[src/rtl/core/pci_config_bus_enumerator_defines.svh]
// ----------------------------------------------------------------------------
// pci_config_bus_enumerator_defines
// assertion macros shared by the enumerator rtl
// ----------------------------------------------------------------------------
`ifndef PCI_CONFIG_BUS_ENUMERATOR_DEFINES_SVH
`define PCI_CONFIG_BUS_ENUMERATOR_DEFINES_SVH

`ifndef SYNTHESIS
// same-cycle implication, disabled while reset is asserted
`define PCE_ASSERT_IMP(label, clk, rst_n, ante, cons) \
    label: assert property (@(posedge clk) disable iff (!(rst_n)) (ante) |-> (cons)) \
        else $error("pce assertion failed");
// next-cycle implication, disabled while reset is asserted
`define PCE_ASSERT_NXT(label, clk, rst_n, ante, cons) \
    label: assert property (@(posedge clk) disable iff (!(rst_n)) (ante) |=> (cons)) \
        else $error("pce assertion failed");
`else
`define PCE_ASSERT_IMP(label, clk, rst_n, ante, cons)
`define PCE_ASSERT_NXT(label, clk, rst_n, ante, cons)
`endif

`endif

[src/rtl/core/pce_pkg.sv]
`timescale 1ns / 1ps
// ----------------------------------------------------------------------------
// pce_pkg
// shared types and constants of the configuration bus enumerator
// ----------------------------------------------------------------------------
package pce_pkg;

    // request command codes
    localparam logic CMD_START = 1'b0;
    localparam logic CMD_DATA  = 1'b1;

    // result kinds
    localparam logic [1:0] KIND_READ   = 2'd0;
    localparam logic [1:0] KIND_RECORD = 2'd1;
    localparam logic [1:0] KIND_DONE   = 2'd2;

    // config space dword offsets
    localparam logic [7:0] OFF_IDENT  = 8'h00;
    localparam logic [7:0] OFF_CLASS  = 8'h08;
    localparam logic [7:0] OFF_HEADER = 8'h0C;
    localparam logic [7:0] OFF_MASK   = 8'hFC;

    localparam logic [15:0] ABSENT_VENDOR = 16'hFFFF;
    localparam logic [16:0] LIMIT_RESET   = 17'h10000;

    // scan phase
    typedef enum logic [1:0] {
        PH_PROBE  = 2'd0,
        PH_HEADER = 2'd1,
        PH_IDENT  = 2'd2,
        PH_CLASS  = 2'd3
    } t_phase;

    // scan state carried between requests
    typedef struct packed {
        logic        busy;
        t_phase      phase;
        logic [7:0]  bus;
        logic [4:0]  slot;
        logic [2:0]  func;
        logic        multi;
        logic [31:0] ident;
        logic [16:0] count;
    } t_scan_state;

    // one result item
    typedef struct packed {
        logic [1:0]  kind;
        logic [31:0] config_address;
        logic [7:0]  bus_number;
        logic [4:0]  slot_number;
        logic [2:0]  function_number;
        logic [15:0] vendor_code;
        logic [15:0] part_code;
        logic [7:0]  base_class;
        logic [7:0]  subclass;
        logic [7:0]  prog_if;
        logic [16:0] found_count;
        logic        last;
    } t_result;

    // results of one request, pushed into the output queue together
    typedef struct packed {
        logic [1:0] n_res;
        t_result    res0;
        t_result    res1;
    } t_push;

endpackage

[src/rtl/core/pce_step.sv]
`timescale 1ns / 1ps
// ----------------------------------------------------------------------------
// pce_step
// next-state and result logic for one registered request
// ----------------------------------------------------------------------------
module pce_step (
    input  logic                 i_command,
    input  logic [31:0]          i_read_data,
    input  logic [16:0]          i_record_limit,
    input  pce_pkg::t_scan_state i_state,
    output pce_pkg::t_scan_state o_state,
    output pce_pkg::t_push       o_push
);

    // config read request for the given slot and function
    function automatic pce_pkg::t_result f_read(
        input logic [7:0]  bus,
        input logic [4:0]  slot,
        input logic [2:0]  func,
        input logic [7:0]  offset,
        input logic [16:0] count
    );
        pce_pkg::t_result r;
        r = '0;
        r.kind = pce_pkg::KIND_READ;
        r.config_address = {1'b1, 7'd0, bus, slot, func, offset & pce_pkg::OFF_MASK};
        r.found_count = count;
        return r;
    endfunction

    // scan done result
    function automatic pce_pkg::t_result f_done(input logic [16:0] count);
        pce_pkg::t_result r;
        r = '0;
        r.kind = pce_pkg::KIND_DONE;
        r.found_count = count;
        return r;
    endfunction

    logic [16:0]          w_count_inc;
    logic [16:0]          w_count_eff;
    logic                 w_limit;
    logic                 w_go_slot;
    logic                 w_slot_wrap;
    logic                 w_bus_end;
    logic [7:0]           w_bus_next;
    logic [4:0]           w_slot_next;
    logic [2:0]           w_func_next;
    logic                 w_absent;
    pce_pkg::t_scan_state w_adv_state;
    pce_pkg::t_result     w_adv_res;
    pce_pkg::t_result     w_record;

    // counters and limit check against the count as it stands after this request
    assign w_count_inc = i_state.count + 17'd1;
    assign w_count_eff = (i_state.phase == pce_pkg::PH_CLASS) ? w_count_inc : i_state.count;
    assign w_limit     = (w_count_eff >= i_record_limit);
    assign w_absent    = (i_read_data[15:0] == pce_pkg::ABSENT_VENDOR);

    // position stepping
    assign w_slot_wrap = (i_state.slot == 5'd31);
    assign w_bus_end   = w_slot_wrap && (i_state.bus == 8'd255);
    assign w_bus_next  = w_slot_wrap ? (i_state.bus + 8'd1) : i_state.bus;
    assign w_slot_next = w_slot_wrap ? 5'd0 : (i_state.slot + 5'd1);
    assign w_func_next = i_state.func + 3'd1;
    assign w_go_slot   = (i_state.phase == pce_pkg::PH_PROBE) || !i_state.multi ||
                         (i_state.func == 3'd7);

    // move on to the next function, or the next slot when functions run out; done at the last slot or the limit
    always_comb begin
        w_adv_state = i_state;
        w_adv_state.count = w_count_eff;
        if (w_go_slot) begin
            w_adv_state.slot = w_slot_next;
            if (w_bus_end) begin
                w_adv_state.busy = 1'b0;
                w_adv_res = f_done(w_count_eff);
            end else if (w_limit) begin
                w_adv_state.bus  = w_bus_next;
                w_adv_state.busy = 1'b0;
                w_adv_res = f_done(w_count_eff);
            end else begin
                w_adv_state.bus   = w_bus_next;
                w_adv_state.func  = 3'd0;
                w_adv_state.phase = pce_pkg::PH_PROBE;
                w_adv_res = f_read(w_bus_next, w_slot_next, 3'd0, pce_pkg::OFF_IDENT,
                                   w_count_eff);
            end
        end else if (w_limit) begin
            w_adv_state.busy = 1'b0;
            w_adv_res = f_done(w_count_eff);
        end else begin
            w_adv_state.func  = w_func_next;
            w_adv_state.phase = pce_pkg::PH_IDENT;
            w_adv_res = f_read(i_state.bus, i_state.slot, w_func_next, pce_pkg::OFF_IDENT,
                               w_count_eff);
        end
    end

    // device record from the saved identification and the class dword
    always_comb begin
        w_record = '0;
        w_record.kind            = pce_pkg::KIND_RECORD;
        w_record.bus_number      = i_state.bus;
        w_record.slot_number     = i_state.slot;
        w_record.function_number = i_state.func;
        w_record.vendor_code     = i_state.ident[15:0];
        w_record.part_code       = i_state.ident[31:16];
        w_record.base_class      = i_read_data[31:24];
        w_record.subclass        = i_read_data[23:16];
        w_record.prog_if         = i_read_data[15:8];
        w_record.found_count     = w_count_inc;
    end

    // per-request dispatch
    always_comb begin
        o_state = i_state;
        o_push  = '0;
        if (i_command == pce_pkg::CMD_START) begin
            o_state = '0;
            o_state.busy = 1'b1;
            o_push.n_res = 2'd1;
            if (i_record_limit == 17'd0) begin
                o_state.busy = 1'b0;
                o_push.res0 = f_done(17'd0);
            end else begin
                o_push.res0 = f_read(8'd0, 5'd0, 3'd0, pce_pkg::OFF_IDENT, 17'd0);
            end
        end else if (i_state.busy) begin
            o_push.n_res = 2'd1;
            case (i_state.phase)
                pce_pkg::PH_PROBE: begin
                    if (w_absent) begin
                        o_state = w_adv_state;
                        o_push.res0 = w_adv_res;
                    end else begin
                        o_state.phase = pce_pkg::PH_HEADER;
                        o_push.res0 = f_read(i_state.bus, i_state.slot, i_state.func,
                                             pce_pkg::OFF_HEADER, i_state.count);
                    end
                end
                pce_pkg::PH_HEADER: begin
                    o_state.multi = i_read_data[23];
                    o_state.func  = 3'd0;
                    if (w_limit) begin
                        o_state.busy = 1'b0;
                        o_push.res0 = f_done(i_state.count);
                    end else begin
                        o_state.phase = pce_pkg::PH_IDENT;
                        o_push.res0 = f_read(i_state.bus, i_state.slot, 3'd0,
                                             pce_pkg::OFF_IDENT, i_state.count);
                    end
                end
                pce_pkg::PH_IDENT: begin
                    if (w_absent) begin
                        o_state = w_adv_state;
                        o_push.res0 = w_adv_res;
                    end else begin
                        o_state.ident = i_read_data;
                        o_state.phase = pce_pkg::PH_CLASS;
                        o_push.res0 = f_read(i_state.bus, i_state.slot, i_state.func,
                                             pce_pkg::OFF_CLASS, i_state.count);
                    end
                end
                pce_pkg::PH_CLASS: begin
                    o_push.n_res = 2'd2;
                    o_push.res0  = w_record;
                    if (w_limit) begin
                        o_state.count = w_count_inc;
                        o_state.busy  = 1'b0;
                        o_push.res1   = f_done(w_count_inc);
                    end else begin
                        o_state = w_adv_state;
                        o_push.res1 = w_adv_res;
                    end
                end
                default: begin
                    o_push.n_res = 2'd0;
                end
            endcase
        end
        // flag the final result of this request
        if (o_push.n_res == 2'd2) begin
            o_push.res1.last = 1'b1;
        end else if (o_push.n_res == 2'd1) begin
            o_push.res0.last = 1'b1;
        end
    end

endmodule

[src/rtl/core/pce_out_queue.sv]
`timescale 1ns / 1ps
// ----------------------------------------------------------------------------
// pce_out_queue
// four-entry result queue, takes up to two results per cycle, gives one
// ----------------------------------------------------------------------------
module pce_out_queue (
    input  logic             i_clk,
    input  logic             i_rst_n,
    input  pce_pkg::t_push   i_push,
    output logic             o_space_ok,
    output logic             o_valid,
    input  logic             i_ready,
    output pce_pkg::t_result o_head
);

    localparam int DEPTH = 4;
    localparam int AW    = $clog2(DEPTH);

    pce_pkg::t_result r_mem [DEPTH];
    logic [AW-1:0]    r_wp;
    logic [AW-1:0]    r_rp;
    logic [AW:0]      r_count;
    logic             w_pop;

    assign o_valid    = (r_count != '0);
    assign o_head     = r_mem[r_rp];
    assign w_pop      = o_valid && i_ready;
    assign o_space_ok = (r_count <= (AW+1)'(DEPTH - 2));

    // pointers and fill count
    always_ff @(posedge i_clk) begin
        if (!i_rst_n) begin
            r_wp    <= '0;
            r_rp    <= '0;
            r_count <= '0;
        end else begin
            r_wp    <= r_wp + AW'(i_push.n_res);
            r_rp    <= r_rp + AW'(w_pop);
            r_count <= r_count + (AW+1)'(i_push.n_res) - (AW+1)'(w_pop);
        end
    end

    // entry storage
    always_ff @(posedge i_clk) begin
        if (i_push.n_res != 2'd0) begin
            r_mem[r_wp] <= i_push.res0;
        end
        if (i_push.n_res == 2'd2) begin
            r_mem[r_wp + AW'(1)] <= i_push.res1;
        end
    end

endmodule

[src/rtl/core/pci_config_bus_enumerator.sv]
`timescale 1ns / 1ps
// flow: a request is registered, then its results enter the output queue once the queue
// has room for two results
// throughput: one request per cycle unless stalled; a record plus its follow-up leaves as two
// results, and requests stall while the queue holds more than two results
// reset: synchronous active low; clears the scan state and the queue, and sets the record
// limit to 65536
// ----------------------------------------------------------------------------
// pci_config_bus_enumerator
// brute-force pci configuration space scan driven by config read responses
// ----------------------------------------------------------------------------
`include "pci_config_bus_enumerator_defines.svh"

module pci_config_bus_enumerator (
    input  logic        i_clk,
    input  logic        i_rst_n,
    // request channel
    input  logic        i_valid,
    output logic        o_ready,
    input  logic        i_command,
    input  logic [31:0] i_read_data,
    // result channel
    output logic        o_valid,
    input  logic        i_ready,
    output logic [1:0]  o_kind,
    output logic [31:0] o_config_address,
    output logic [7:0]  o_bus_number,
    output logic [4:0]  o_slot_number,
    output logic [2:0]  o_function_number,
    output logic [15:0] o_vendor_code,
    output logic [15:0] o_part_code,
    output logic [7:0]  o_base_class,
    output logic [7:0]  o_subclass,
    output logic [7:0]  o_prog_if,
    output logic [16:0] o_found_count,
    output logic        o_last,
    // configuration write channel
    input  logic        i_cfg_valid,
    output logic        o_cfg_ready,
    input  logic [16:0] i_cfg_data
);

    logic                 r_in_valid;
    logic                 r_in_cmd;
    logic [31:0]          r_in_data;
    logic [16:0]          r_record_limit;
    pce_pkg::t_scan_state r_state;
    pce_pkg::t_scan_state w_step_state;
    pce_pkg::t_push       w_step_push;
    pce_pkg::t_push       w_push;
    pce_pkg::t_result     w_head;
    logic                 w_space_ok;
    logic                 w_consume;

    // the registered request is processed once the queue can take two results
    assign w_consume = r_in_valid && w_space_ok;
    assign o_ready   = !r_in_valid || w_space_ok;
    assign o_cfg_ready = 1'b1;

    // configuration register
    always_ff @(posedge i_clk) begin
        if (!i_rst_n) begin
            r_record_limit <= pce_pkg::LIMIT_RESET;
        end else if (i_cfg_valid) begin
            r_record_limit <= i_cfg_data;
        end
    end

    // input register valid
    always_ff @(posedge i_clk) begin
        if (!i_rst_n) begin
            r_in_valid <= 1'b0;
        end else if (o_ready) begin
            r_in_valid <= i_valid;
        end
    end

    // input register payload
    always_ff @(posedge i_clk) begin
        if (o_ready && i_valid) begin
            r_in_cmd  <= i_command;
            r_in_data <= i_read_data;
        end
    end

    // scan state
    always_ff @(posedge i_clk) begin
        if (!i_rst_n) begin
            r_state <= '0;
        end else if (w_consume) begin
            r_state <= w_step_state;
        end
    end

    pce_step u_step (
        .i_command      (r_in_cmd),
        .i_read_data    (r_in_data),
        .i_record_limit (r_record_limit),
        .i_state        (r_state),
        .o_state        (w_step_state),
        .o_push         (w_step_push)
    );

    // only push when the request is actually taken
    always_comb begin
        w_push = w_step_push;
        if (!w_consume) begin
            w_push.n_res = 2'd0;
        end
    end

    pce_out_queue u_queue (
        .i_clk      (i_clk),
        .i_rst_n    (i_rst_n),
        .i_push     (w_push),
        .o_space_ok (w_space_ok),
        .o_valid    (o_valid),
        .i_ready    (i_ready),
        .o_head     (w_head)
    );

    // result fields
    assign o_kind            = w_head.kind;
    assign o_config_address  = w_head.config_address;
    assign o_bus_number      = w_head.bus_number;
    assign o_slot_number     = w_head.slot_number;
    assign o_function_number = w_head.function_number;
    assign o_vendor_code     = w_head.vendor_code;
    assign o_part_code       = w_head.part_code;
    assign o_base_class      = w_head.base_class;
    assign o_subclass        = w_head.subclass;
    assign o_prog_if         = w_head.prog_if;
    assign o_found_count     = w_head.found_count;
    assign o_last            = w_head.last;

    // a start clears the position and the record count
    `PCE_ASSERT_NXT(a_start_clears, i_clk, i_rst_n,
        w_consume && (r_in_cmd == pce_pkg::CMD_START),
        (r_state.count == 17'd0) && (r_state.bus == 8'd0) && (r_state.slot == 5'd0))
    // data while idle produces nothing
    `PCE_ASSERT_IMP(a_idle_silent, i_clk, i_rst_n,
        w_consume && (r_in_cmd == pce_pkg::CMD_DATA) && !r_state.busy,
        w_push.n_res == 2'd0)
    // a done result ends the scan
    `PCE_ASSERT_NXT(a_done_idles, i_clk, i_rst_n,
        w_consume && (((w_push.n_res == 2'd1) && (w_push.res0.kind == pce_pkg::KIND_DONE))
            || ((w_push.n_res == 2'd2) && (w_push.res1.kind == pce_pkg::KIND_DONE))),
        !r_state.busy)
    // a record is always followed by a second result of the same request
    `PCE_ASSERT_IMP(a_record_pair, i_clk, i_rst_n,
        w_consume && (w_push.n_res != 2'd0) && (w_push.res0.kind == pce_pkg::KIND_RECORD),
        w_push.n_res == 2'd2)

endmodule

[config.mk]
export PLATFORM = sky130hd
export DESIGN_NAME = pci_config_bus_enumerator
export DESIGN_NICKNAME = d
export VERILOG_FILES = /design/src/rtl/core/pce_pkg.sv /design/src/rtl/core/pce_step.sv /design/src/rtl/core/pce_out_queue.sv /design/src/rtl/core/pci_config_bus_enumerator.sv
export VERILOG_INCLUDE_DIRS = /design/src /design/src/rtl/core
export SDC_FILE = /design/constraint.sdc
export NUM_CORES = 1
export LEC_CHECK = 0
export ABC_AREA = 0
export BUFFER_PORTS_ARGS = -buffer_cell sky130_fd_sc_hd__buf_4
export CORE_MARGIN = 3
export CORE_UTILIZATION = 67
export CTS_CLUSTER_DIAMETER = 50
export DETAILED_ROUTE_END_ITERATION = 16
export PLACE_DENSITY = 0.86
export SLEW_MARGIN = 20
export SYNTH_ARGS = -nofsm -noshare
export SYNTH_HDL_FRONTEND = slang
export SYNTH_HIERARCHICAL = 1
export SYNTH_SLANG_ARGS = --single-unit
[constraint.sdc]
create_clock -name i_clk -period 30.4 [get_ports i_clk]
set_input_delay 7.6 -clock i_clk [delete_from_list [all_inputs] [get_ports i_clk]]
set_output_delay 7.6 -clock i_clk [all_outputs]
set_load 0.01 [all_outputs]
# == After elaboration in Yosys (flattened, before gate mapping) ==
# Memories as Yosys holds them, arrays and structs flattened. A register that Yosys moved wholly into a read port is not among the register bits.
# Cells that the tools add are included.
# totals
mem_count,1
reg_bits,127
ramBits,496
in_bits,55
output_inout_bits,127
# op_classes
n_reduce_logical,19
n_lt_le_gt_ge,2
add_sub_neg,9
n_eq_ne,20
muxes,56
# mem_list
name,depth,word_bits,rd,rd_ports_with_merged_regs,write_ports,line,rtl
u_queue.r_mem,4,124,1,1,2,pce_out_queue.sv:19,pce_pkg::t_result r_mem [DEPTH];
# ops
operator,n
124-bit 2-to-1 mux,11
124-bit one-hot mux with 4 select lines,1
250-bit 2-to-1 mux,1
49-bit one-hot mux with 3 select lines,1
69-bit 2-to-1 mux,2
126-bit 2-to-1 mux,1
17-bit 2-to-1 mux,4
66-bit 2-to-1 mux,1
51-bit 2-to-1 mux,1
13-bit one-hot mux with 3 select lines,1
32-bit 2-to-1 mux,1
"17-bit by 1-bit adder with 17-bit output, second input constant",1
17-bit greater-or-equal comparator,1
17-bit logical NOT,1
"16-bit equality test, second input constant",1
4-bit one-hot mux with 4 select lines,1
3-bit 2-to-1 mux,5
5-bit AND reduction,3
2-bit 2-to-1 mux,7
1-bit 2-to-1 mux,13
13-bit 2-to-1 mux,1
3-bit one-hot mux with 4 select lines,1
6-bit AND reduction,2
10-bit 2-to-1 mux,1
other kinds (28),43

# == Longest topological paths before layout ==
# depth
ltp_word,14
depth_mapped,22

# == Cells and area by module ==
# Netlist, hierarchy kept.
# modules_own_cells
mod,cells_each,area_each_um2,n_inst
pce_out_queue,1245,24193.2,1
pce_step,854,5081.1,1
pci_config_bus_enumerator,412,4352.9,1

# == Worst setup path before layout ==
# No wires, ideal clock.
# synth_timing
path_kind,register -> register
start,reg r_state[68] (netlist bit)
end,"mem u_queue/r_mem[0][0] (netlist bit), enable pin"
period_less_slack_ns,10.953
stages_incl_launch_ff,11
arrival_ns,10.175
setup_slack_ns,19.447
n_path_buf,4
setup_time_ns,0.778
cell_sequence,dfxtp_1 > buf_6 > and2_1 > clkbuf_1 > nand2_1 > inv_1 > buf_4 > and3_1 > buf_2 > o21bai_1 > o21ai_0
# synth_lines
element,line,rtl
"start, declared",pci_config_bus_enumerator.sv:47,pce_pkg::t_scan_state r_state;
"start signal, assigned",pci_config_bus_enumerator.sv:91,r_state <= w_step_state;
"end, declared",pce_out_queue.sv:19,

==> run metrics <==
status=finished clean; Place WS=19970 ps; Max Cap Viol=0; Worst path max stage delay=690 ps; Worst Tran Pin Value=1180 ps; P per Cell Area=57.92 mW/mm2; CTS clk-pin slew, worst paths=60 ps; Fillers=3012; iteration count of the initial detailed-routing pass=8; Most used DFF post-synth=edfxtp_1; Core ar.=0.04925 mm2; worst reg-to-reg setup slack=24760 ps; die height=230.0 um; Mapped Cells=2511; Synth Area in Adders=0.01139; worst-path cell chain=buf_16, buf_4, mux4_2, buf_4; Skew-Pair Late Insertion Delay=610 ps; initial antenna violation count=6; critical path's slowest cell=buf_4; Layout Nets=2684; Hold Vio Cnt, Final=0; largest family of logic cells by synthesized area=multiplexers; wire per inst=25.71 um; area share of the largest cell type after synthesis=0.4724; Area growth syn-to-layout=10.01%; placed cell area=0.03475 mm2; critical path arrival=3090 ps; synth warn=6; Synth Cell Area=0.03363 mm2; CTS root buf=clkbuf_16; slew margin rel.=0.2031; CTS H-tree depth=3; Syn Area/Cell=13.39 um2; setup TNS=0 ps; CTS tree=yes; Iter 0 DRT Violations=2452; # placed instances=3191; crit end category=output pin; CTS buffer count=68; vias in the first global route=22820; gr usage total=0.3239; share of cells above drive strength 1=0.3454; register bit total from synthesis=623; FMAX=0.09352 GHz; Final HPWL DP=49800 um; Final GP Congestion=0.9425; first-pass GRT wire length=133000 um; Synth Area in Compound Gates=0.04502; Startpoint Class=flop; Pwr Total=2.142 mW; setup bufs post-CTS=0; min cycle time layout=10690 ps; post-route ant nets=0; EDFF count, synth=529; hold buffers post-CTS=0; die area=0.05291 mm2; clock buffer depth=3; Min Hold Slack=469.7 ps; Final WS setup=19710 ps; num rows=81; simple-gate portion of the synthesized area=0.08844; Die Wd=230.0 um; Clock Sinks=623; WL final=85460 um; XOR/XNOR Fraction of Synth Area=0.01176; RSZ-0062 raised after global routing=false; most frequent cell after synthesis=edfxtp_1; final-report setup violation count=0; Post-synth ARST share=0; worst min path class=reg2reg; Initial Util=0.6827; final period utilization=0.3517; Port Buffer Count=180; largest net degree at the start of global routing=126; area leader, netlist=edfxtp_1; worst path required time=22800 ps; top cells by count, synth=edfxtp_1 (529), mux2_2 (436), nand2_1 (212); Final Max Tran Viols=0; ranking of synthesized cells by area=edfxtp_1 (47%), mux2_2 (15%), mux4_2 (8.3%); drc violations=0; Boundary Pins=182; Leak=13.87 nW; CP dominant cell by count=buf_4; total gr overflow=0; cell area after layout=0.03699 mm2; routed vias=22330; critical path class=reg2out; CP bufs+invs=3; CP top delay family=buffers and inverters; Worst Skew=32.37 ps; Max VDD drop=0.04880 mV; mux contribution to synthesized area=0.2569; fin cells=3324; Layout Utilization=0.7510; post-CTS sizing=0; synth unique cells=82; post-synthesis sequential area ratio=0.5284; Vias/cell=6.717; crit path max fanout=37
==> flip-flops by register name, summed over array words and instances (netlist names) <==
register         cells
u_queue/r_wp         2
u_queue/r_mem      496
r_state             69
r_in_cmd             1
u_queue/r_rp         2
r_in_data           32
u_queue/r_count      3
r_record_limit      17
r_in_valid           1
==> where the power goes <==
part,switching (mW),total (mW),internal (mW)
logic,0.190,0.368,0.178
registers,0.0219,0.968,0.946
clock network,0.339,0.807,0.467
==> cell usage in the layout, fill, tap and decap left out, types with 16 or more instances in the layout <==
cell	count
clkinv_1	16
mux4_2	124
nand3_1	23
xor2_1	25
nand2_1	211
ha_1	29
mux2_1	60
edfxtp_1	529
nand4_1	81
o21ai_0	91
nor2_1	72
clkbuf_16	71
buf_4	215
conb_1	102
a21oi_1	79
and2_1	22
and3_1	77
inv_1	33
nor2b_1	24
mux2i_1	26
clkbuf_1	16
mux2_2	436
dfxtp_1	91
==> layout make-up <==
cell class / count / area, um2 / share of cell area
Sequential cell: 623 / 17780 / 0.4805
Clock buffer: 88 / 1851 / 0.05003
Clock inverter: 38 / 317.8 / 0.008591
Timing Repair Buffer: 218 / 1689 / 0.04566
Multi-Input combinational cell: 1651 / 14380 / 0.3886
Antenna cell: 5 / 12.51 / 0.0003382
Inverter: 37 / 138.9 / 0.003754
Tap cell: 664 / 830.8 / 0.02246
==> worst reg2reg max path: stages (launching register included) <==
cell	delay (ps)
edfxtp_1	330
buf_4	270
and2_2	200
buf_4	710
nand2_1	120
buf_4	270
inv_1	360
and3_1	450
nor4bb_4	390
buf_4	900
buf_4	900
mux2_2	490
==> layer usage <==
layer / track usage / routed length, um / vias up
met3: 0.06876 / 8836 / 258
met2: 0.5298 / 41750 / 1371
met4: 0.1399 / 3559 / 2
li1: - / - / 9577
met5: 0 / 11 / -
met1: 0.4234 / 31300 / 11120
==> final timing paths <==
path / cells after the start / startpoint / end
hold / removal: 2 / r_state[28] / r_state[28]
setup / recovery: 4 / u_queue/r_rp[0] / o_slot_number[2]
hold reg to reg: 2 / r_state[28] / r_state[28]
setup reg to reg: 11 / r_in_cmd / u_queue/r_mem[2][67]
==> cell families after synthesis <==
logic type,Yosys count
AOI/OAI and AO/OA,252
and+or+nand+nor,579
adders and majority gates,30
DFF,623
other,2
buffers and inverters,337
xor gates and xnor gates,42
muxes,646
No activity file was read; power rests on OpenSTA's default activity.
